--- config.mk ---
export PLATFORM = sky130hd
export DESIGN_NAME = bpep_front
export DESIGN_NICKNAME = d
export VERILOG_FILES = /design/src/backward_pauli_error_propagation_core_macros.svh /design/src/bpep_pkg.sv /design/src/bpep_front.sv
export SDC_FILE = /design/constraint.sdc
export NUM_CORES = 1
export LEC_CHECK = 0
export BUFFER_PORTS_ARGS = -buffer_cell sky130_fd_sc_hd__buf_2
export CORE_MARGIN = 5
export CORE_UTILIZATION = 24
export DETAILED_ROUTE_END_ITERATION = 6
export GPL_TIMING_DRIVEN = 1
export PLACE_DENSITY_LB_ADDON = 0.1
export SLEW_MARGIN = 20
export SYNTH_ARGS = -nofsm -noshare
export SYNTH_HDL_FRONTEND = slang
export SYNTH_SLANG_ARGS = --single-unit
--- constraint.sdc ---
create_clock -name vclk -period 0.8
set_input_delay 0.08 -clock vclk [all_inputs]
set_output_delay 0.08 -clock vclk [all_outputs]
set_load 0.01 [all_outputs]
--- src/backward_pauli_error_propagation_core_macros.svh ---
// ----------------------------------------------------------------------------
// assertion macros for the backward pauli propagation core
// ----------------------------------------------------------------------------
`ifndef BACKWARD_PAULI_ERROR_PROPAGATION_CORE_MACROS_SVH
`define BACKWARD_PAULI_ERROR_PROPAGATION_CORE_MACROS_SVH

// same-cycle implication, held off while reset is low
`define BPEP_ASSERT_IMPLY(label, clk, rst_n, ante, cons) \
    label: assert property (@(posedge clk) disable iff (!rst_n) (ante) |-> (cons)) \
        else $error("bpep assertion failed");

// next-cycle implication, checked during reset as well
`define BPEP_ASSERT_NEXT(label, clk, ante, cons) \
    label: assert property (@(posedge clk) (ante) |=> (cons)) \
        else $error("bpep assertion failed");

`endif

--- src/bpep_pkg.sv ---
// ----------------------------------------------------------------------------
// bpep_pkg
// shared types and constants of the backward pauli propagation core
// ----------------------------------------------------------------------------
package bpep_pkg;

    localparam int NUM_QUBITS_DEF = 64;
    localparam int ROW_BITS_DEF   = 64;
    localparam int QUEUE_DEPTH    = 4;
    localparam int KIND_W         = 3;
    localparam int QUBIT_W        = 6;
    localparam int NOISE_W        = 20;
    localparam int ROW_MAX        = 64;

    typedef logic [ROW_MAX-1:0] row_max_t;
    typedef logic [NOISE_W-1:0] noise_t;

    typedef enum logic [KIND_W-1:0] {
        KIND_START = 3'd0,
        KIND_DEPOL = 3'd1,
        KIND_MEAS  = 3'd2,
        KIND_RESET = 3'd3,
        KIND_CNOT  = 3'd4,
        KIND_HAD   = 3'd5,
        KIND_PHASE = 3'd6,
        KIND_PAULI = 3'd7
    } kind_e;

    typedef struct packed {
        logic [KIND_W-1:0]  kind;
        logic [QUBIT_W-1:0] qubit_a;
        logic [QUBIT_W-1:0] qubit_b;
        row_max_t           meas_mask;
    } in_beat_t;

    typedef struct packed {
        noise_t   noise_index;
        row_max_t x_row;
        row_max_t y_row;
        row_max_t z_row;
        logic     overrun;
    } out_beat_t;

    // one classified gate waiting for the back end
    typedef struct packed {
        kind_e              op;
        logic [QUBIT_W-1:0] qubit_a;
        logic [QUBIT_W-1:0] qubit_b;
        logic               a_ok;
        row_max_t           meas_mask;
    } q_entry_t;

    typedef struct packed {
        logic full;
        logic empty;
    } q_status_t;

    typedef enum logic [1:0] {
        ST_IDLE,
        ST_EXEC,
        ST_CNOT_Y
    } back_state_e;

endpackage

--- src/bpep_front.sv ---
// ----------------------------------------------------------------------------
// bpep_front
// accepts gate beats, drops gates with no effect, queues the rest
// ----------------------------------------------------------------------------
module bpep_front #(
    parameter int NUM_QUBITS = bpep_pkg::NUM_QUBITS_DEF
) (
    input  logic                 s_valid,
    output logic                 s_ready,
    input  bpep_pkg::in_beat_t   s_data,
    input  bpep_pkg::q_status_t  q_stat,
    output logic                 q_push,
    output bpep_pkg::q_entry_t   q_wdata
);

    logic a_ok;
    logic b_ok;
    logic keep;

    assign a_ok = (int'(s_data.qubit_a) < NUM_QUBITS);
    assign b_ok = (int'(s_data.qubit_b) < NUM_QUBITS);

    always_comb begin
        unique case (bpep_pkg::kind_e'(s_data.kind))
            bpep_pkg::KIND_START: keep = 1'b1;
            bpep_pkg::KIND_DEPOL: keep = 1'b1;
            bpep_pkg::KIND_MEAS:  keep = a_ok;
            bpep_pkg::KIND_RESET: keep = a_ok;
            bpep_pkg::KIND_CNOT:  keep = a_ok && b_ok && (s_data.qubit_a != s_data.qubit_b);
            bpep_pkg::KIND_HAD:   keep = a_ok;
            bpep_pkg::KIND_PHASE: keep = a_ok;
            default:              keep = 1'b0;
        endcase
    end

    assign s_ready = !q_stat.full;
    assign q_push  = s_valid && s_ready && keep;

    always_comb begin
        q_wdata.op        = bpep_pkg::kind_e'(s_data.kind);
        q_wdata.qubit_a   = s_data.qubit_a;
        q_wdata.qubit_b   = s_data.qubit_b;
        q_wdata.a_ok      = a_ok;
        q_wdata.meas_mask = s_data.meas_mask;
    end

endmodule

# After elaboration in Yosys (flattened, before gate mapping)
# Index checks and enable logic that the tools add are counted.
[op_classes]
add_sub_neg = 0
multipliers = 0
div = 0
order_cmp = 0
n_eq_ne = 7
shifts = 0
mux = 1
bitwise = 0
reduce_logical = 5
[ops]
columns = ["operator", "count"]
rows = [
  ["$eq 3x3->1 const B", 3],
  ["$eq 3x2->1 const B", 2],
  ["$ne 6x6->1", 1],
  ["$reduce_or 6->1", 1],
  ["$eq 3x1->1 const B", 1],
  ["$logic_not 3->1", 1],
  ["$logic_and 1x1->1", 2],
  ["$pmux 1 s2", 1],
  ["$logic_not 1->1", 1],
]
[totals]
reg_bits = 0
latch_bits = 0
ramBits = 0
rom_bits = 0
elab_cells = 13
n_memories = 0

# Longest topological paths before layout
# Gate-level depths: netlist (run 1).
[depth]
depth_word = 4
mapped_depth = 3

# Least setup slack after synthesis (run 1)
# No wires, ideal clock.
[synth_path]
path_kind = "input -> output"
startpoint = "input port s_data[68] in the netlist's numbering"
endpoint = "output port q_push"
arrival_time_ns = 0.520
required_ns = 0.720
setup_slack_ns = 0.200
stages = 3
n_path_buf = 0
cell_sequence = "xnor2_1 nand4_1 o21a_1"
[synth_via]
elab_chain_len = 3
[synth_lines]
columns = ["item", "line", "source"]
rows = [
  ["start: declaration", "bpep_front.sv:10", "input bpep_pkg::in_beat_t s_data,"],
  ["$ne 6x6->1", "bpep_front.sv:29", "bpep_pkg::KIND_CNOT: keep = a_ok && b_ok && (s_data.qubit_a != s_data.qubit_b);"],
  ["$pmux 1 s2", "bpep_front.sv:24", "unique case (bpep_pkg::kind_e'(s_data.kind))"],
  ["$logic_and 1x1->1", "bpep_front.sv:37", "assign q_push = s_valid && s_ready && keep;"],
  ["end: declaration", "bpep_front.sv:12", "output logic q_push,"],
]
# Every way passes these cells.

# Final worst setup path (run 1)
[layout_path]
startpoint = "input port s_data[65] in the netlist's numbering"
endpoint = "output port q_push"
# Same word-level chain as after synthesis.

==> impl_metrics.ini, run 1 <==
[floorplanning]
ioPinCount = 164
initial_utilization_pct = 25.2
design.core.area_sq_um = 2760
rows = 19
die_h_microns = 63.8
fp.dieW_microns = 63.8
dieArea_sq_um = 4080

[worst_setup_path]
start_kind = primary input
end_kind = output pin
crit_required_ns = 0.72
slowest_stage = o21a_1
cp_max_fo = 2
crit_path_frequent_cell = buf_2
crit_family = buffers and inverters
worstSetupPathType = primary input to output pin
path_cells = buf_2 > xnor2_2 > nand4_1 > o21a_1 > buf_2
crit_arrival_ns = 0.77
path_buf_inv = 2
slowest_delay_ns = 0.19
crit_path_start = s_data[65]

[pwr]
power_density_nw_per_um2 = 549
finalPower_w = 0.000214
irDropWorstVdd_mv = 0.136
p_sw_share_pct = 42.5
pwr-share-seq_pct = 0
switchingPower_w = 0.0000910
p_leak_nw = 0.214
combinationalPowerShare_pct = 100.0
p_int_w = 0.000123
clkPwrFrac_pct = 0

[yosys]
synthDistinctLibCells = 9
yosys_warnings = 0
synth_nets = 176
synthCells = 94
synthesis.area_sq_um = 696
synthTopCellsByArea = buf_4, xnor2_1, nand4_1
avgSynthCellArea_sq_um = 7.40
synth_top_area_share_pct = 86.3
ys_seq_area_share_pct = 0
synth_top_cell_by_area = buf_4

[finish]
layout-drive-gt1-share_pct = 81.6
final_core_util_pct = 14.2
n_sequential_cell = 0
syn_to_final_growth_pct = -43.9
fill_cells = 331
diodes = 0
stdcell_area_sq_um = 390
ff_latch_area_sq_um = 0
clockBufferCount = 0
finalNetCount = 133

[status]
status = complete, but fails checks
violations = setup timing

[drt]
vias_per_cell = 4.15
drt_first_iter_violations = 0
drt-pass1-iter-count = 1
wl_per_cell_microns = 15.4
remaining_drc_errors = 0
detail-route-antenna-nets = 0
wl_microns = 1230
vias = 332

[min_path]
hold_class = primary input to output pin
hold_start = s_data[2]

[global_route]
grt_overflow = 0
grt_pass1_wl_microns = 1870
grt_pass1_vias = 383
gr-usage-all-layers_pct = 5.34
grt_max_degree = 4
antenna_found_initial = 0

[sta]
finalSetupViolCount = 1
finalHoldViolCount = 0
drv_slew = 0
rsz0062_at_grt = yes
timing.fmax_mhz = 1180
fin_ws_ns = -0.0486
finalWorstPathRequiredPeriod_ns = 0.849
holdWs_ns = 0.160
fin_crit_sh_pct = 106

[place]
placed_area_sq_um = 312
pre_cts_ws_ns = -0.129
port_buffers = 34
gp_congestion = 0.608

[job]
drv_cap = 0
==> stage by stage <==
stage,std cells,setup TNS (ns)
final,80,-0.0486
after global routing,80,-0.131
after CTS,80,-0.0783
after detailed placement,80,-0.129
after global placement,80,-0.111
after floorplan,94,0
==> per-layer routing <==
metal	part of all wire [%]	global-route usage, %	up-vias
met5	0	0	-
met4	12	7.01	0
met3	29	4.73	30
met2	38	7.04	57
met1	21	4.07	129
li1	-	-	116
==> cells by family (layout without fill, tap and decap cells) <==
family	Yosys count	count (layout)	synth area share [%]
xor gates and xnor gates	6	6	7.55
AOI/OAI and AO/OA	1	1	1.08
buffers and inverters	81	36	86.9
other	1	1	0.539
and+or+nand+nor	5	5	3.96
==> Yosys cell counts <==
master / number
nand3_1: 1
o21a_1: 1
nor2_1: 1
buf_4: 80
nand4_1: 2
and3_1: 1
xnor2_1: 6
conb_1: 1
inv_1: 1
==> final timing paths <==
check	end	depth (start not counted)
setup / recovery	q_push	5
hold / removal	q_wdata[2]	0
==> area by class of cell <==
type | count | area [sq um] | share of cell area [%]
well taps | 31 | 38.8 | 9.94
inverters | 1 | 3.75 | 0.962
repair buffers | 35 | 219 | 56.1
multi-input cells | 13 | 129 | 33.0
==> timing repair <==
| item | in CTS | in global routing |
|---|---|---|
| endpoints found under the setup margin | 1 | 1 |
| hold endpoints to repair | 0 | 0 |
| pin swaps | 6 | 1 |
| resized for setup | 8 | 5 |
| buffers inserted | 0 | 0 |
| hold buffers | 0 | 0 |
==> cell usage in the layout, fill, tap and decap left out, drive strengths merged <==
cell    n
buf    35
o21a    1
nand4   2
and3    1
conb    1
nand3   1
inv     1
nor2    1
xnor2   6
==> power by group through the flow <==
stage          logic, W  clock network (W)  registers [W]
2_1_floorplan  0.000452                  0              0
3_3_place_gp   0.000176                  0              0
3_5_place_dp   0.000174                  0              0
4_1_cts        0.000207                  0              0
5_1_grt        0.000237                  0              0
6_report       0.000214                  0              0
Note: power is estimated with default switching activity, not from simulation.
==> run 2, diff against run 1 <==
ABC_AREA = 1   (was not set)
BUFFER_PORTS_ARGS = -buffer_cell sky130_fd_sc_hd__buf_4   (was -buffer_cell sky130_fd_sc_hd__buf_2)
CORE_UTILIZATION = 25   (was 24)
==> impl_metrics.ini, run 2 <==
[status]
status = complete, but fails checks
violations = setup timing

[yosys]
yosys_warnings = 0
synthCells = 124
avgSynthCellArea_sq_um = 6.29
yosys-top-cells-count = buf_4, nand2_1, inv_1
synthTopCellsByArea = buf_4, nand2_1, inv_1
ys_seq_area_share_pct = 0
synthDistinctLibCells = 9
yosysMostFrequentCell = buf_4
synth_nets = 206
synthesis.area_sq_um = 779
synth_top_cell_by_area = buf_4
synth_top_area_share_pct = 77.0

[worst_setup_path]
slowest_stage = a21oi_2
slowest_delay_ns = 0.13
worstSetupPathType = primary input to output pin
start_kind = primary input
path_cells = buf_8 > nand2_4 > inv_2 > nor2_1 > nor2_1 > nand3_1 > nand2_1 > a21oi_2 > buf_4
crit_required_ns = 0.72
crit_path_frequent_cell = nor2_1
end_kind = output pin
crit_arrival_ns = 0.79
cp_max_fo = 3

[drt]
vias = 452
drt-pass1-iter-count = 2
detail-route-antenna-nets = 0
remaining_drc_errors = 0
drt_first_iter_violations = 13
wl_microns = 1520
wl_per_cell_microns = 11.7
vias_per_cell = 3.48

[place]
dp_hpwl_microns = 1350
port_buffers = 34
pre_cts_ws_ns = -0.0859
gp_congestion = 0.575
placed_cells = 130

[sta]
fin_crit_sh_pct = 109
rsz0062_at_grt = yes
finalSetupViolCount = 1
finalWorstPathRequiredPeriod_ns = 0.872
fin_ws_ns = -0.0716
drv_slew = 0
finalHoldViolCount = 0
timing.fmax_mhz = 1150
fin_tns_setup_ns = -0.0716

[global_route]
grt_max_degree = 5
grt_pass1_vias = 390
gr-usage-all-layers_pct = 5.76
grt_pass1_wl_microns = 2020
grt_overflow = 0
antenna_found_initial = 0

[finish]
fill_cells = 354
layout_commonest_cell = buf_4
syn_to_final_growth_pct = -26.8
diodes = 0
layout-drive-gt1-share_pct = 57.0
finalNetCount = 170
stdcell_count = 130
layout_common_cells = buf_4, nand2_1, inv_1
n_sequential_cell = 0
multi_input_comb_area_sq_um = 136
clockBufferCount = 0
final_core_util_pct = 18.8
ff_latch_area_sq_um = 0

[min_path]
hold_start = s_data[11]
min_to = q_wdata[11]
hold_class = primary input to output pin
holdPathStages = 0

[pwr]
irDropWorstVdd_mv = 0.0721
power_density_nw_per_um2 = 493
p_leak_nw = 0.357

[job]
drv_cap = 0

[floorplanning]
die_h_microns = 65.8
design.core.area_sq_um = 3030
fp.dieW_microns = 65.8
ioPinCount = 164
initial_utilization_pct = 25.7
dieArea_sq_um = 4330
rows = 20

[clock_tree]
ctsHoldBuffers = 0
cts_setup_buffers = 0
run 2: changes by cell type after synthesis, sizes merged, moves of 2 or more:
| cell | delta |
|---|---|
| nand4 | -2 |
| inv | +13 |
| nand2 | +19 |
| xnor2 | -6 |
| nor2 | +4 |
run 2: routing by layer:
metal,track usage [%],routed length (microns)
met1,4.78,389
met2,8.26,724
met3,4.93,306
met4,5.44,100
met5,0,0
run 2: layout make-up:
cell class	instances	share of cell area [%]
inverter	14	9.21
timing repair buffer	42	57.2
tap	44	9.65
multi-input combinational	30	23.9
run 2: kinds of logic after synthesis:
family,after synthesis,synth area share [%]
other,1,0.481
and+or+nand+nor,28,14.6
buffers and inverters,94,83.8
AOI/OAI and AO/OA,1,1.12
run 2: how the worst max path moves through the flow:
stage             end  cells after the start  startpoint  slack (ns)
2_1_floorplan  q_push                      5  s_data[76]        0.15
3_3_place_gp   q_push                      8  s_data[65]       -0.08
3_5_place_dp   q_push                      8  s_data[66]       -0.09
4_1_cts        q_push                      6  s_data[77]       -0.07
5_1_grt        q_push                      9  s_data[68]       -0.16
6_report       q_push                      9  s_data[68]       -0.07
run 2: per-stage QoR:
step	power [W]	hold WS, ns	instance area [sq um]
after floorplan	0.000468	0.211	779
after global placement	0.000272	0.160	549
after detailed placement	0.000273	0.160	549
after CTS	0.000278	0.160	556
after global routing	0.000311	0.160	571
final	0.000281	0.160	571
run 2: critical path: cells and delay by family:
| kind | cells | cell delay [ns] |
|---|---|---|
| buf+inv | 3 | 0.25 |
| simple gates | 5 | 0.32 |
| compound gates | 1 | 0.13 |
run 2: power breakdown:
| part | internal [W] | leakage [nW] | switching, W |
|---|---|---|---|
| combinational | 0.000164 | 0.357 | 0.000118 |
| clock | 0 | 0 | 0 |
| sequential | 0 | 0 | 0 |
run 2: timing repair:
| action | CTS | global route |
|---|---|---|
| gates resized for setup | 2 | 8 |
| pin swaps | 1 | 8 |
| setup endpoints to repair | 1 | 1 |
==> run 3, diff against run 2 <==
ABC_AREA = 0   (was 1)
CORE_UTILIZATION = 24   (was 25)
==> impl_metrics.ini, run 3 (synthesized netlist as in run 1, its figures left out) <==
[drt]
remaining_drc_errors = 0
wirelength_met1_microns = 277
wl_microns = 1260
met2_length_microns = 462
met3_length_microns = 373
top_layer_used = met4
vias = 341
drt_first_iter_violations = 0
detail-route-antenna-nets = 0
wl_per_cell_microns = 15.4
vias_per_cell = 4.16
drt-pass1-iter-count = 1

[place]
gp_congestion = 0.632
placed_area_sq_um = 412
dp_hpwl_microns = 1070
port_buffers = 34

[pwr]
switchingPower_w = 0.0000981
clkPwrFrac_pct = 0
pwr-share-seq_pct = 0
p_sw_share_pct = 36.9
power_density_nw_per_um2 = 559
irDropWorstVdd_mv = 0.145
finalPower_w = 0.000266
combinationalPowerShare_pct = 100.0
p_int_w = 0.000168
p_leak_nw = 0.250

[status]
status = complete, but fails checks
violations = setup timing

[sta]
finalSetupViolCount = 1
rsz0062_at_grt = yes
fin_ws_ns = -0.0663
fin_tns_setup_ns = -0.0663
finalWorstPathRequiredPeriod_ns = 0.866
timing.fmax_mhz = 1150
finalHoldViolCount = 0
drv_slew = 0
fin_crit_sh_pct = 108

[finish]
layout-drive-gt1-share_pct = 84.3
clockBufferCount = 0
diodes = 0
ff_latch_area_sq_um = 0
layout_common_cells = buf_4, xnor2_2, buf_6
stdcell_area_sq_um = 475
finalNetCount = 135
n_sequential_cell = 0
layout_commonest_cell = buf_4
syn_to_final_growth_pct = -31.7

[clock_tree]
ctsHoldBuffers = 0
cts_setup_buffers = 0

[floorplanning]
fp.dieW_microns = 63.8
initial_utilization_pct = 25.2
ioPinCount = 164
design.core.area_sq_um = 2760
die_h_microns = 63.8
rows = 19
dieArea_sq_um = 4080

[worst_setup_path]
worstSetupPathType = primary input to output pin
slowest_delay_ns = 0.21
slowest_stage = o21a_1
cp_max_fo = 2
crit_arrival_ns = 0.79
end_kind = output pin
start_kind = primary input
path_cells = buf_4 > xnor2_2 > nand4_1 > o21a_1 > buf_6
crit_required_ns = 0.72

[global_route]
antenna_found_initial = 0
grt_pass1_wl_microns = 1790
grt_pass1_vias = 347
gr-usage-all-layers_pct = 5.23
grt_max_degree = 4
grt_overflow = 0

[min_path]
hold_class = primary input to output pin

[job]
drv_cap = 0
run 3: cell types whose count changed in the layout (fill, tap and decap cells not counted), sizes merged:
cell   previous run  this run
a21oi             1         0
buf              42        37
nand4             0         2
xnor2             0         6
nand3             2         1
nand2            19         0
and3              0         1
or2               1         0
inv              14         1
nor2              5         1
nor3b             1         0
o21a              0         1
run 3: power by group through the flow:
stage | Combinational [W] | Sequential [W] | Clock [W]
2_1_floorplan | 0.000452 | 0 | 0
3_5_place_dp | 0.000231 | 0 | 0
6_report | 0.000266 | 0 | 0
5_1_grt | 0.000289 | 0 | 0
4_1_cts | 0.000271 | 0 | 0
3_3_place_gp | 0.000234 | 0 | 0
run 3: area by class of cell:
cell class         instances  area (sq um)
fillers                  308          2280
repair buffers            37           297
multi-input cells         13           136
well taps                 31          38.8
inverters                  1          3.75
run 3: what timing repair did:
item | 4_1_cts | 5_1_grt
pin swaps | 7 | 1
resized for setup | 11 | 0
endpoints found under the setup margin | 1 | 1
run 3: metal layers:
metal / global-route usage (%) / up-vias
met5: 0 / -
met4: 7.01 / 0
met3: 5.08 / 30
met2: 6.53 / 57
met1: 3.97 / 133
li1: - / 121
run 3: critical path, delay by kind of cell:
| family | cells | cell delay [ns] |
|---|---|---|
| xor gates and xnor gates | 1 | 0.14 |
| AOI/OAI and AO/OA | 1 | 0.21 |
| buffers and inverters | 2 | 0.24 |
| and+or+nand+nor | 1 | 0.12 |
run 3: final timing paths:
path / from / to / slack [ns] / cells past startpoint
worst max-delay path: s_data[65] / q_push / -0.07 / 5
worst min-delay path: s_data[2] / q_wdata[2] / 0.16 / 0
run 3: stage by stage:
stage / instances / setup WS, ns / utilization (%) / hold slack (ns)
2_1_floorplan: 94 / 0.200 / - / 0.208
3_3_place_gp: 82 / -0.136 / 14.9 / 0.160
5_1_grt: 82 / -0.120 / 17.2 / 0.160
3_5_place_dp: 82 / -0.128 / 14.9 / 0.160
4_1_cts: 82 / -0.0691 / 17.2 / 0.160
6_report: 82 / -0.0663 / 17.2 / 0.160
