<file path="config.mk">
export PLATFORM = sky130hd
export DESIGN_NAME = bpep_queue
export DESIGN_NICKNAME = d
export VERILOG_FILES = /design/src/backward_pauli_error_propagation_core_macros.svh /design/src/bpep_pkg.sv /design/src/bpep_queue.sv
export SDC_FILE = /design/constraint.sdc
export NUM_CORES = 1
export LEC_CHECK = 0
export BUFFER_PORTS_ARGS = -buffer_cell sky130_fd_sc_hd__buf_4
export CAP_MARGIN = 30
export CORE_MARGIN = 5
export CORE_UTILIZATION = 45
export CTS_BUF_LIST = sky130_fd_sc_hd__clkbuf_16
export CTS_CLUSTER_DIAMETER = 120
export DETAILED_ROUTE_END_ITERATION = 8
export GPL_TIMING_DRIVEN = 0
export PLACE_DENSITY = 0.74
export SYNTH_ARGS = -nofsm -noshare
export SYNTH_HDL_FRONTEND = slang
export SYNTH_SLANG_ARGS = --single-unit
</file>
<file path="constraint.sdc">
create_clock -name clk -period 6.01 [get_ports clk]
set_input_delay 0.601 -clock clk [delete_from_list [all_inputs] [get_ports clk]]
set_output_delay 0.601 -clock clk [all_outputs]
set_load 0.02 [all_outputs]
</file>
<file path="src/backward_pauli_error_propagation_core_macros.svh">
// ----------------------------------------------------------------------------
// assertion macros for the backward pauli propagation core
// ----------------------------------------------------------------------------
`ifndef BACKWARD_PAULI_ERROR_PROPAGATION_CORE_MACROS_SVH
`define BACKWARD_PAULI_ERROR_PROPAGATION_CORE_MACROS_SVH

// same-cycle implication, held off while reset is low
`define BPEP_ASSERT_IMPLY(label, clk, rst_n, ante, cons) \
    label: assert property (@(posedge clk) disable iff (!rst_n) (ante) |-> (cons)) \
        else $error("bpep assertion failed");

// next-cycle implication, checked during reset as well
`define BPEP_ASSERT_NEXT(label, clk, ante, cons) \
    label: assert property (@(posedge clk) (ante) |=> (cons)) \
        else $error("bpep assertion failed");

`endif

</file>
<file path="src/bpep_pkg.sv">
// ----------------------------------------------------------------------------
// bpep_pkg
// shared types and constants of the backward pauli propagation core
// ----------------------------------------------------------------------------
package bpep_pkg;

    localparam int NUM_QUBITS_DEF = 64;
    localparam int ROW_BITS_DEF   = 64;
    localparam int QUEUE_DEPTH    = 4;
    localparam int KIND_W         = 3;
    localparam int QUBIT_W        = 6;
    localparam int NOISE_W        = 20;
    localparam int ROW_MAX        = 64;

    typedef logic [ROW_MAX-1:0] row_max_t;
    typedef logic [NOISE_W-1:0] noise_t;

    typedef enum logic [KIND_W-1:0] {
        KIND_START = 3'd0,
        KIND_DEPOL = 3'd1,
        KIND_MEAS  = 3'd2,
        KIND_RESET = 3'd3,
        KIND_CNOT  = 3'd4,
        KIND_HAD   = 3'd5,
        KIND_PHASE = 3'd6,
        KIND_PAULI = 3'd7
    } kind_e;

    typedef struct packed {
        logic [KIND_W-1:0]  kind;
        logic [QUBIT_W-1:0] qubit_a;
        logic [QUBIT_W-1:0] qubit_b;
        row_max_t           meas_mask;
    } in_beat_t;

    typedef struct packed {
        noise_t   noise_index;
        row_max_t x_row;
        row_max_t y_row;
        row_max_t z_row;
        logic     overrun;
    } out_beat_t;

    // one classified gate waiting for the back end
    typedef struct packed {
        kind_e              op;
        logic [QUBIT_W-1:0] qubit_a;
        logic [QUBIT_W-1:0] qubit_b;
        logic               a_ok;
        row_max_t           meas_mask;
    } q_entry_t;

    typedef struct packed {
        logic full;
        logic empty;
    } q_status_t;

    typedef enum logic [1:0] {
        ST_IDLE,
        ST_EXEC,
        ST_CNOT_Y
    } back_state_e;

endpackage

</file>
<file path="src/bpep_queue.sv">
// ----------------------------------------------------------------------------
// bpep_queue
// short fifo of classified gates between front and back
// ----------------------------------------------------------------------------
module bpep_queue #(
    parameter int DEPTH = bpep_pkg::QUEUE_DEPTH
) (
    input  logic                clk,
    input  logic                rst_n,
    input  logic                push,
    input  bpep_pkg::q_entry_t  wdata,
    input  logic                pop,
    output bpep_pkg::q_entry_t  head,
    output bpep_pkg::q_status_t stat
);

    localparam int PW = (DEPTH > 1) ? $clog2(DEPTH) : 1;
    localparam int CW = $clog2(DEPTH + 1);

    bpep_pkg::q_entry_t mem_reg [DEPTH];
    logic [PW-1:0] wr_ptr_reg, wr_ptr_next;
    logic [PW-1:0] rd_ptr_reg, rd_ptr_next;
    logic [CW-1:0] count_reg, count_next;

    always_comb begin
        wr_ptr_next = wr_ptr_reg;
        rd_ptr_next = rd_ptr_reg;
        count_next  = count_reg;
        if (push) begin
            wr_ptr_next = (wr_ptr_reg == PW'(DEPTH - 1)) ? '0 : wr_ptr_reg + 1'b1;
        end
        if (pop) begin
            rd_ptr_next = (rd_ptr_reg == PW'(DEPTH - 1)) ? '0 : rd_ptr_reg + 1'b1;
        end
        if (push && !pop) begin
            count_next = count_reg + 1'b1;
        end else if (pop && !push) begin
            count_next = count_reg - 1'b1;
        end
    end

    always_ff @(posedge clk) begin
        if (!rst_n) begin
            wr_ptr_reg <= '0;
            rd_ptr_reg <= '0;
            count_reg  <= '0;
        end else begin
            wr_ptr_reg <= wr_ptr_next;
            rd_ptr_reg <= rd_ptr_next;
            count_reg  <= count_next;
        end
    end

    always_ff @(posedge clk) begin
        if (push) begin
            mem_reg[wr_ptr_reg] <= wdata;
        end
    end

    assign head       = mem_reg[rd_ptr_reg];
    assign stat.full  = (count_reg == CW'(DEPTH));
    assign stat.empty = (count_reg == '0);

endmodule

</file>
# Word-level counts from Yosys, hierarchy flattened
# Memories as Yosys holds them, arrays and structs flattened. A register that Yosys moved wholly into a read port is not among the register bits.
# Cells that the tools add are included.
# word_totals
regBits	7
mem_bits_rw	320
in_bits	84
out_inout_bits	82
elab_cells	25
memories	1
# mem_list
memory	depth	word_bits	rd	rd_clocked_by_memory_dff	write_ports	line_no	text
mem_reg	4	80	1	1	1	bpep_queue.sv:20	bpep_pkg::q_entry_t mem_reg [DEPTH];
# op_classes
n_addsub	4
eq_ne	3
mux	8
reduce_logical	6
# op_table
cell	n
$mux 2	4
$mux 3	2
$add 2x1->2 const B	2
$eq 2x2->1 const B	2
$add 3x1->3 const B	1
$eq 3x3->1 const B	1
$logic_not 3->1	1
$sub 3x1->3 const B	1
$logic_and 1x1->1	2
$logic_not 1->1	2
$mux 1	2
$reduce_bool 2->1	1

# Depth between registers and ports, before layout
# Gate-level depths: netlist (run 1).
# depth
word_depth	4
depth_mapped	7
mapped_depth_nobuf	7

# Least setup slack after synthesis (run 1)
# OpenSTA, ideal clock, no wires.
# synth_timing
path_kind	input -> register
startpoint	input port push
endpoint	memory mem_reg[0][0] (netlist name) (enable)
setup_ns	0.447
arrival_time_ns	2.464
required_ns	5.563
path_slack_ns	3.099
cell_stages	1
path_buffers	0
path_cell_list	and2_1
# synth_between
elab_chain_len	2
# synth_rtl
element	line_no	text
start, declared	bpep_queue.sv:10	input logic push,
$mux 1	bpep_queue.sv:55	if (push) begin
$mux 1 (implied by the code)	bpep_queue.sv:56	mem_reg[wr_ptr_reg] <= wdata;
end, declared	bpep_queue.sv:20	
# Every way passes these cells.

==> run summary, run 1 <==
most common cell after layout, fill and taps aside -> edfxtp_1
number of distinct library cells after synthesis -> 22
CP arrival -> 2240 ps
Fin. Hold Viols -> 0
cells after synthesis -> 462
Die Y-Extent -> 174 um
number of synthesized flops with an enable pin -> 320
CTS tree -> built
max reg flops -> 320
post-synthesis xor/xnor area fraction -> 0.145%
DP Worst Slack -> 3570 ps
top-area cell type share of the netlist area -> 79.5%
final worst slack -> 3170 ps
Die X -> 174 um
Synth area leaders -> edfxtp_1 80%, mux4_2 15%, dfxtp_1 1.5%
Clock Pin Slew Worst Setup and Hold Paths -> 60 ps
main combinational cell family by area after synthesis -> multiplexers
initial core utilization -> 45.2%
Clock Latency Late Sink -> 490 ps
GRT Util Overall -> 14.4%
Post-Synth Simple-Gate Area -> 0.745%
fraction of layout cells with a size suffix above 1 -> 45.7%
Area growth, synth to finish -> 23.7%
max incr delay on CP -> 470 ps
peak fanout along the critical path -> 10
Root Buffer -> clkbuf_16
Post-CTS Resized -> 0
Final HPWL DP -> 13,800 um
syn_area_per_cell -> 26.2 sq um
TNS Setup -> 0 ps
Syn. warnings -> 0
DRT Pass-1 Iters -> 6
Mapped Area -> 12,100 sq um
Post-CTS Setup Inserts -> 0
global-route wire length before repair -> 33,900 um
maximum vdd drop -> 0.250 mV
Cell Chain, Critical Path -> buf_1, buf_2, mux4_2, buf_4
crit path time final -> 2840 ps
most frequent cells in the layout -> 320 x edfxtp_1, 165 x buf_4, 80 x mux4_2
Final Setup Violations -> 0
DRC -> 0
vias -> 5,375
pwr/cell area -> 347 nW/um^2
largest net degree at the start of global routing -> 43
Final Power -> 5190 uW
crit start category -> flop
fmax -> 352 MHz
post-synthesis mux area share -> 15.2%
hold_buf cts -> 0
Crit-path slowest cell -> buf_1
unrepaired setup endpoints after global routing -> false
CORE AREA -> 26,700 sq um
Site Rows -> 60
Synth Area in Adders -> 0.787%
Boundary Pins -> 166
Port-buffer cells -> 165
TritonCTS Buffers -> 35
WS Path Type -> flop to output pin
skew final -> 9.58 ps
ant diodes -> 0
CP Data Required Time -> 5410 ps
syn nets -> 553
vias in the first global route -> 6,007
clk sinks -> 329
Vias/cell -> 5.20
max_slew headroom -> 54.7%
htree depth -> 2
Hold WC Path Type -> primary input to flop
max-capacitance violation count -> 0
DRT iter0 DRCs -> 284
Worst Max-Slew Pin Slew -> 680 ps
DR WL/cell -> 20.8 um
final core utilization -> 55.9%
die area -> 30,200 sq um
Async SR Flop Fraction -> 0%
Slew Viols, Final -> 0
Final period util -> 47.2%
Most used DFF post-synth -> edfxtp_1
register area share after synthesis -> 81.0%
Clock Tree Buf Depth -> 3
synthesized flop and latch total -> 329
Final #Nets -> 759
DRT antenna net count -> 0
Leak -> 0.00511 uW
top cell type by total area after synthesis -> edfxtp_1
Worst setup EP type -> output pin
initial antenna violation count -> 0
compound-gate portion of the synthesized area -> 0.166%
status -> finished clean
RD Place Congestion -> 0.726
total grt overflow -> 0
DRT Wirelength -> 21,500 um
-- through the flow --
step | hold WS, ps | instances | instance area, sq um
after detailed placement | 540 | 972 | 13900
after global placement | 488 | 968 | 13700
after CTS | 277 | 1033 | 15000
final | 305 | 1033 | 15000
after global routing | 274 | 1033 | 15000
after floorplan | 472 | 462 | 12100
-- cells in the mapped netlist (all sizes together) (2+ instances only) --
master,instances
nor2b,5
mux4,80
mux2i,4
inv,4
ha,6
buf,18
nor3,2
edfxtp,320
and2,5
dfxtp,9
-- final timing paths --
path                                   start                         to  slack, ps  cells past startpoint
setup / recovery                        flop                   head[43]       3170                      4
hold / removal                     wdata[20]   mem_reg[2][20]$_DFFE_PP_        300                      1
setup reg to reg  wr_ptr_reg[0]$_SDFFE_PN0P_   mem_reg[3][51]$_DFFE_PP_       4160                      3
hold reg to reg    count_reg[2]$_SDFFE_PN0P_  count_reg[2]$_SDFFE_PN0P_        550                      2
-- area by class of cell --
class,instances,area (sq um)
plain buffers,18,215
clock buffers,37,926
clock inverters,24,156
fillers,1964,11800
inverters,4,15.0
multi-input cells,111,2070
flip-flops and latches,329,9790
well taps,341,427
repair buffers,169,1350
-- cells by family after synthesis --
group | after synthesis
flops | 329
xor+xnor | 2
simple gates | 15
buf+inv | 22
compound gates | 3
fa+ha+maj | 7
mux | 84
-- worst max-delay path, delay by kind of cell (launching register included) --
family   cells  cell delay, ps
buf+inv      3            1070
mux          1             380
flops        1             300
-- per-layer routing --
metal	wire length [um]	GRT usage, %	vias to the layer above
li1	-	-	2397
met1	8620	18.6	2779
met2	11100	24.4	167
met3	1500	4.19	32
met4	329	3.30	0
met5	0	0	-
-- power by group --
group          switching [uW]  total, uW  internal, uW  leakage [uW]
registers                26.0       2650          2630       0.00301
logic                     296        564           268       0.00154
clock network             784       1970          1190      0.000561
(Power assumes the default switching activity.)
==> inputs of run 2 (changes only) <==
Clock period 6.01 ns to 2.7 ns, I/O delays scaled along.
==> run 2 against run 1 <==
  * Sequential power is 120% higher
  * Routed wire length rose by 4.7%
  * Largest cell class unchanged
  * Final cell count up 7.5%
  * Global-route usage rose by 0.99 points
  * Design area rose by 5.7%
  * Clock power grew 140%
  * Combinational power rose by 140%
  * Worst setup slack got worse by 2900 ps
==> run summary, run 2 (synthesis results as in run 1) <==
Post-CTS Setup Inserts -> 0 (unchanged)
DRC -> 0 (unchanged)
max reg flops -> 320 (unchanged)
TNS Setup -> 0 ps (unchanged)
r2r startpoint -> wr_ptr_reg[0]$_SDFFE_PN0P_
DR WL/cell -> 20.3 um (-2.5%)
DRT antenna net count -> 0 (unchanged)
pwr/cell area -> 755 nW/um^2 (+120%)
DRT Pass-1 Iters -> 4 (-2)
crit start category -> flop
CP arrival -> 2130 ps (-110 ps)
max-capacitance violation count -> 0 (unchanged)
Clk pwr share -> 39.1% (+1.1 points)
htree depth -> 2 (unchanged)
Clock Latency Late Sink -> 490 ps (about the same)
Root Buffer -> clkbuf_16
global-route wire length before repair -> 36,600 um (+7.8%)
Post-CTS Resized -> 0 (unchanged)
Final #Nets -> 838 (+10%)
maximum vdd drop -> 0.659 mV (+160%)
fmax -> 416 MHz
CP Data Required Time -> 2430 ps (-2980 ps)
net switching power figure -> 2490 uW (+130%)
Fin. Hold Viols -> 0 (unchanged)
Critical R2R Capture -> mem_reg[3][17]$_DFFE_PP_
vias in the first global route -> 6,504 (+8.3%)
Port-buffer cells -> 165 (unchanged)
TritonCTS Buffers -> 35 (unchanged)
R2R depth -> 3 (unchanged)
register share of total power -> 49.5% (-1.6 points)
skew final -> 7.31 ps (-2.27 ps)
Clock Tree Buf Depth -> 3 (unchanged)
DRT Wirelength -> 22,500 um (+4.7%)
Final HPWL DP -> 13,700 um (-0.90%)
initial core utilization -> 45.2% (unchanged)
CTS tree -> built
WS Path Type -> flop to output pin
Final Setup Violations -> 0 (unchanged)
Slew Viols, Final -> 0 (unchanged)
die area -> 30,200 sq um (unchanged)
fraction of layout cells with a size suffix above 1 -> 40.7% (-5.0 points)
WHS Endpoint -> wr_ptr_reg[0]$_SDFFE_PN0P_
Area growth, synth to finish -> 30.8%
crit path time final -> 2400 ps
DRT iter0 DRCs -> 303 (+6.7%)
Site Rows -> 60 (unchanged)
Worst Max-Slew Pin Slew -> 561 ps (-118 ps)
Worst R2R Setup Slack -> 890 ps (-3270 ps)
status -> finished clean
Pint -> 9450 uW (+130%)
min-delay src -> rst_n
Die Y-Extent -> 174 um (unchanged)
vias -> 5,730 (+6.6%)
Clock Pin Slew Worst Setup and Hold Paths -> 60 ps (about the same)
total grt overflow -> 0 (unchanged)
Hold Path Stages -> 2 (+1)
most common cell after layout, fill and taps aside -> edfxtp_1
switching share of power -> 20.9% (-0.42 points)
clk sinks -> 329 (unchanged)
ant diodes -> 0 (unchanged)
GRT Util Overall -> 15.4% (+0.99 points)
CORE AREA -> 26,700 sq um (unchanged)
Final Power -> 11,900 uW (+130%)
initial antenna violation count -> 0 (unchanged)
Final period util -> 89.1%
largest net degree at the start of global routing -> 55 (+28%)
Boundary Pins -> 166 (unchanged)
peak fanout along the critical path -> 10 (unchanged)
Leak -> 0.00547 uW (+7.1%)
RD Place Congestion -> 0.734 (+1.0%)
Worst setup EP type -> output pin
Die X -> 174 um (unchanged)
most frequent cells in the layout -> 320 x edfxtp_1, 165 x buf_4, 80 x mux4_2, 80 x dlygate4sd3_1, 37 x clkbuf_16
unrepaired setup endpoints after global routing -> false
Comb power frac -> 11.4% (+0.5 points)
Hold WC Path Type -> primary input to flop
Vias/cell -> 5.16 (-0.79%)
max_slew headroom -> 62.6% (+7.9 points)
run 2: cell types whose count changed in the layout (fill, tap and decap cells not counted):
cell           previous run  this run
clkinvlp_4                2         0
bufinv_16                 2         5
clkinv_2                  5         1
dlygate4sd3_1             0        80
clkinv_1                  6         7
buf_1                     1         0
run 2: worst max path at each step:
stage / startpoint / to / slack [ps]
2_1_floorplan: wr_ptr_reg[0]$_SDFFE_PN0P_ / mem_reg[3][0]$_DFFE_PP_ / 720
3_3_place_gp: wr_ptr_reg[0]$_SDFFE_PN0P_ / mem_reg[3][72]$_DFFE_PP_ / 30
3_5_place_dp: flop / head[5] / 510
4_1_cts: flop / head[5] / 190
5_1_grt: flop / head[5] / 180
6_report: flop / head[5] / 300
run 2: final cells by class:
class	instances	area, sq um
fill	1842	10900
sequential	329	9790
timing repair buffer	249	2150
multi-input combinational	111	2070
clock buffer	37	926
tap	341	427
clock inverter	22	215
buffer	17	211
inverter	4	15.0
run 2: worst max-delay path, stage by stage, from the launching register on:
cell and delay (ps):
dfxtp_1 660, buf_2 390, mux4_2 400, buf_4 180
run 2: timing repair:
item,in CTS,in global routing
hold endpoints to repair,320,0
hold buffers,80,0
setup endpoints to repair,1,0
run 2: stage by stage:
step / setup WS [ps] / cells / hold WS (ps) / util, % / area (sq um)
6_report: 296 / 1110 / 63.6 / 59.1 / 15800
5_1_grt: 177 / 1110 / 69.2 / 59.1 / 15800
4_1_cts: 195 / 1110 / 38.7 / 59.1 / 15800
3_5_place_dp: 514 / 972 / 473 / 51.9 / 13900
3_3_place_gp: 31.2 / 968 / 468 / 51.5 / 13800
2_1_floorplan: 715 / 462 / 369 / - / 12100
run 2: power by group through the flow:
stage / clock (uW) / combinational [uW] / sequential, uW
global placement: 0 / 1230 / 6010
floorplan: 0 / 719 / 6000
finish: 4670 / 1360 / 5910
global route: 5060 / 1450 / 5930
CTS: 4790 / 1380 / 5920
detailed placement: 0 / 1280 / 6020
run 2: metal layers:
layer / up-vias / part of all wire (%) / GRT usage (%)
li1: 2553 / - / -
met1: 2968 / 40 / 20.0
met2: 172 / 53 / 26.5
met3: 37 / 5.4 / 3.53
met4: 0 / 2.0 / 3.83
met5: - / 0 / 0
==> inputs of run 3 (changes only) <==
Settings changed: ABC_AREA set to 1.
==> run 3 against run 2 <==
  * Clock power decreased by 5.6%
  * Utilization increased by 0.14 points
  * Synthesized cell count increased by 80%
  * Highest routed layer unchanged
==> run summary, run 3 <==
Final Setup Violations -> 0 (unchanged)
WS Path Type -> flop to output pin
most frequent cells in the layout -> 320 x edfxtp_1, 168 x nor2_1, 166 x buf_4
CORE AREA -> 26,900 sq um (+0.56%)
crit start category -> flop
htree depth -> 2 (unchanged)
Hold WC Path Type -> primary input to flop
register area share after synthesis -> 79.7% (-1.3 points)
synthesized flop and latch total -> 329 (unchanged)
Buf+Inv Stages, Crit Path -> 4 (+2)
maximum vdd drop -> 0.554 mV (-16%)
Mapped Area -> 12,300 sq um (+1.6%)
DRT iter0 DRCs -> 513 (+69%)
Worst setup EP type -> output pin
Final HPWL DP -> 17,000 um (+25%)
Area growth, synth to finish -> 29.7%
unrepaired setup endpoints after global routing -> false
Leak -> 0.00570 uW (+4.1%)
vias -> 7,867 (+37%)
total grt overflow -> 0 (unchanged)
Syn. warnings -> 0 (unchanged)
Final period util -> 94.8% (+5.8 points)
initial core utilization -> 45.7% (+0.48 points)
Placement Cell Area -> 14,100 sq um (+1.4%)
DRC -> 0 (unchanged)
number of synthesized flops with an enable pin -> 320 (unchanged)
DR WL/cell -> 19.9 um (-2.2%)
count leader, synth -> edfxtp_1
Die Y-Extent -> 175 um (+0.76%)
DRT Pass-1 Iters -> 4 (unchanged)
Worst Max-Slew Pin Slew -> 721 ps (+160 ps)
CTS tree -> built
Site Rows -> 60 (unchanged)
Vias/cell -> 5.29 (+2.5%)
TritonCTS Buffers -> 35 (unchanged)
CP Data Required Time -> 2430 ps (about the same)
Worst path top cell family by delay -> buffers and inverters
Fin. Hold Viols -> 0 (unchanged)
Slew Viols, Final -> 0 (unchanged)
Clock Pin Slew Worst Setup and Hold Paths -> 60 ps (about the same)
vias in the first global route -> 8,157 (+25%)
pwr/cell area -> 743 nW/um^2 (-1.6%)
Clock Latency Late Sink -> 500 ps (about the same)
top cell type by total area after synthesis -> edfxtp_1
syn nets -> 924 (+67%)
fraction of layout cells with a size suffix above 1 -> 20.9% (-20 points)
Fillers -> 2,085 (+13%)
DRT Wirelength -> 29,500 um (+31%)
Synth area leaders -> edfxtp_1 78%, o21ai_0 6.2%, nor2_1 5.1%
max reg flops -> 320 (unchanged)
top routing layer used -> met4
status -> finished clean
Clock Tree Buf Depth -> 3 (unchanged)
top-area cell type share of the netlist area -> 78.2% (-1.3 points)
skew final -> 13.6 ps (+6.26 ps)
largest net degree at the start of global routing -> 54 (-1.8%)
number of distinct library cells after synthesis -> 21 (-4.5%)
peak fanout along the critical path -> 10 (unchanged)
post-route cell area -> 15,900 sq um (+0.79%)
worst hold slack -> 37.2 ps (-26.5 ps)
Port-buffer cells -> 165 (unchanged)
syn_area_per_cell -> 14.7 sq um (-44%)
met3 WL -> 1820 um (+49%)
total routed wire length on the met1 layer -> 12,300 um (+37%)
RD Place Congestion -> 0.737 (+0.44%)
die area -> 30,700 sq um (+1.5%)
max-capacitance violation count -> 0 (unchanged)
Boundary Pins -> 166 (unchanged)
CP arrival -> 2290 ps (+160 ps)
GRT Util Overall -> 18.8% (+3.5 points)
initial antenna violation count -> 2 (+2)
Final #Nets -> 1,210 (+44%)
crit path time final -> 2560 ps (+156 ps)
global-route wire length before repair -> 44,900 um (+23%)
Async SR Flop Fraction -> 0% (unchanged)
routed wl met2 -> 14,800 um (+25%)
clk sinks -> 329 (unchanged)
max_slew headroom -> 51.9% (-11 points)
fmax -> 390 MHz (-6.1%)
most common cell after layout, fill and taps aside -> edfxtp_1
Crit-path slowest cell -> clkbuf_1
Most used DFF post-synth -> edfxtp_1
cells after synthesis -> 833 (+80%)
DRT antenna net count -> 0 (unchanged)
Cell Chain, Critical Path -> buf_2, clkinvlp_4, clkbuf_1, o21ai_0, o22ai_1, buf_4
max incr delay on CP -> 390 ps (-270 ps)
synth cell count leaders -> 320 x edfxtp_1, 168 x nor2_1, 153 x o21ai_0
Die X -> 175 um (+0.76%)
Root Buffer -> clkbuf_16
==> run 3: cell types whose count changed in the layout (fill, tap and decap cells not counted), sizes merged, moves of 5 or more <==
cell | before | now
nor2b | 5 | 0
and2 | 5 | 0
nor2 | 1 | 168
o21ai | 1 | 163
inv | 13 | 27
clkbuf | 37 | 74
nand2 | 0 | 8
mux4 | 80 | 0
o22ai | 0 | 80
==> run 3: report_power, final <==
part	switching [uW]	leakage [uW]	internal [uW]	total, uW
clock network	1880	0.000562	2520	4410
logic	945	0.00212	601	1550
registers	53.5	0.00301	5840	5890
total	2880	0.00570	8960	11800
==> run 3: repair_timing <==
item | in CTS | in global routing
hold endpoints to repair | 320 | 0
endpoints found under the setup margin | 23 | 4
hold buffers | 80 | 0
setup buffers | 0 | 0
resized for setup | 1 | 4
==> run 3: final cells by class <==
type / instances / area [sq um] / share of cell area [%]
Multi-Input combinational cell: 436 / 2130 / 13.4
Clock inverter: 26 / 161 / 1.01
Antenna cell: 2 / 5.00 / 0.0314
Buffer: 52 / 302 / 1.89
Sequential cell: 329 / 9790 / 61.4
Inverter: 16 / 78.8 / 0.495
Clock buffer: 36 / 901 / 5.65
Tap cell: 341 / 427 / 2.68
Timing Repair Buffer: 249 / 2140 / 13.4
==> run 3: per-stage QoR <==
stage	util (%)	setup slack, ps	setup TNS, ps	total power (uW)	instances
2_1_floorplan	-	126	0	6750	833
3_5_place_dp	52.3	513	0	7460	1343
6_report	59.3	139	0	11800	1487
3_3_place_gp	51.9	-1140	-343670	7430	1339
4_1_cts	59.3	101	0	12000	1485
5_1_grt	59.3	6.46	0	12300	1487
==> run 3: tightest hold or removal path: stages <==
cell and delay, ps:
buf_4 130, nand2_1 60, nor2_1 40
==> run 3: cell families (layout without fill, tap and decap cells) <==
group	after synthesis	count (layout)	synth area share, %
DFF	329	329	79.7
buffers and inverters	68	379	2.96
and+or+nand+nor	182	182	5.63
other	0	2	0
AOI/OAI and AO/OA	246	246	10.8
adders and majority gates	7	7	0.774
xor gates and xnor gates	1	1	0.0713
==> run 3: path summary, 6_finish.rpt <==
kind | startpoint | to | slack, ps | cells past startpoint
min reg2reg | rd_ptr_reg[1]$_SDFFE_PN0P_ | rd_ptr_reg[1]$_SDFFE_PN0P_ | 540 | 2
max | flop | head[62] | 140 | 6
max reg2reg | wr_ptr_reg[0]$_SDFFE_PN0P_ | mem_reg[2][29]$_DFFE_PP_ | 820 | 5
min | rst_n | count_reg[2]$_SDFFE_PN0P_ | 40 | 3
==> run 3: layer usage <==
metal  vias up  GRT usage (%)
met4         0           4.68
met2       215           31.7
met1      3897           24.7
met3        42           4.72
met5         -              0
li1       3713              -
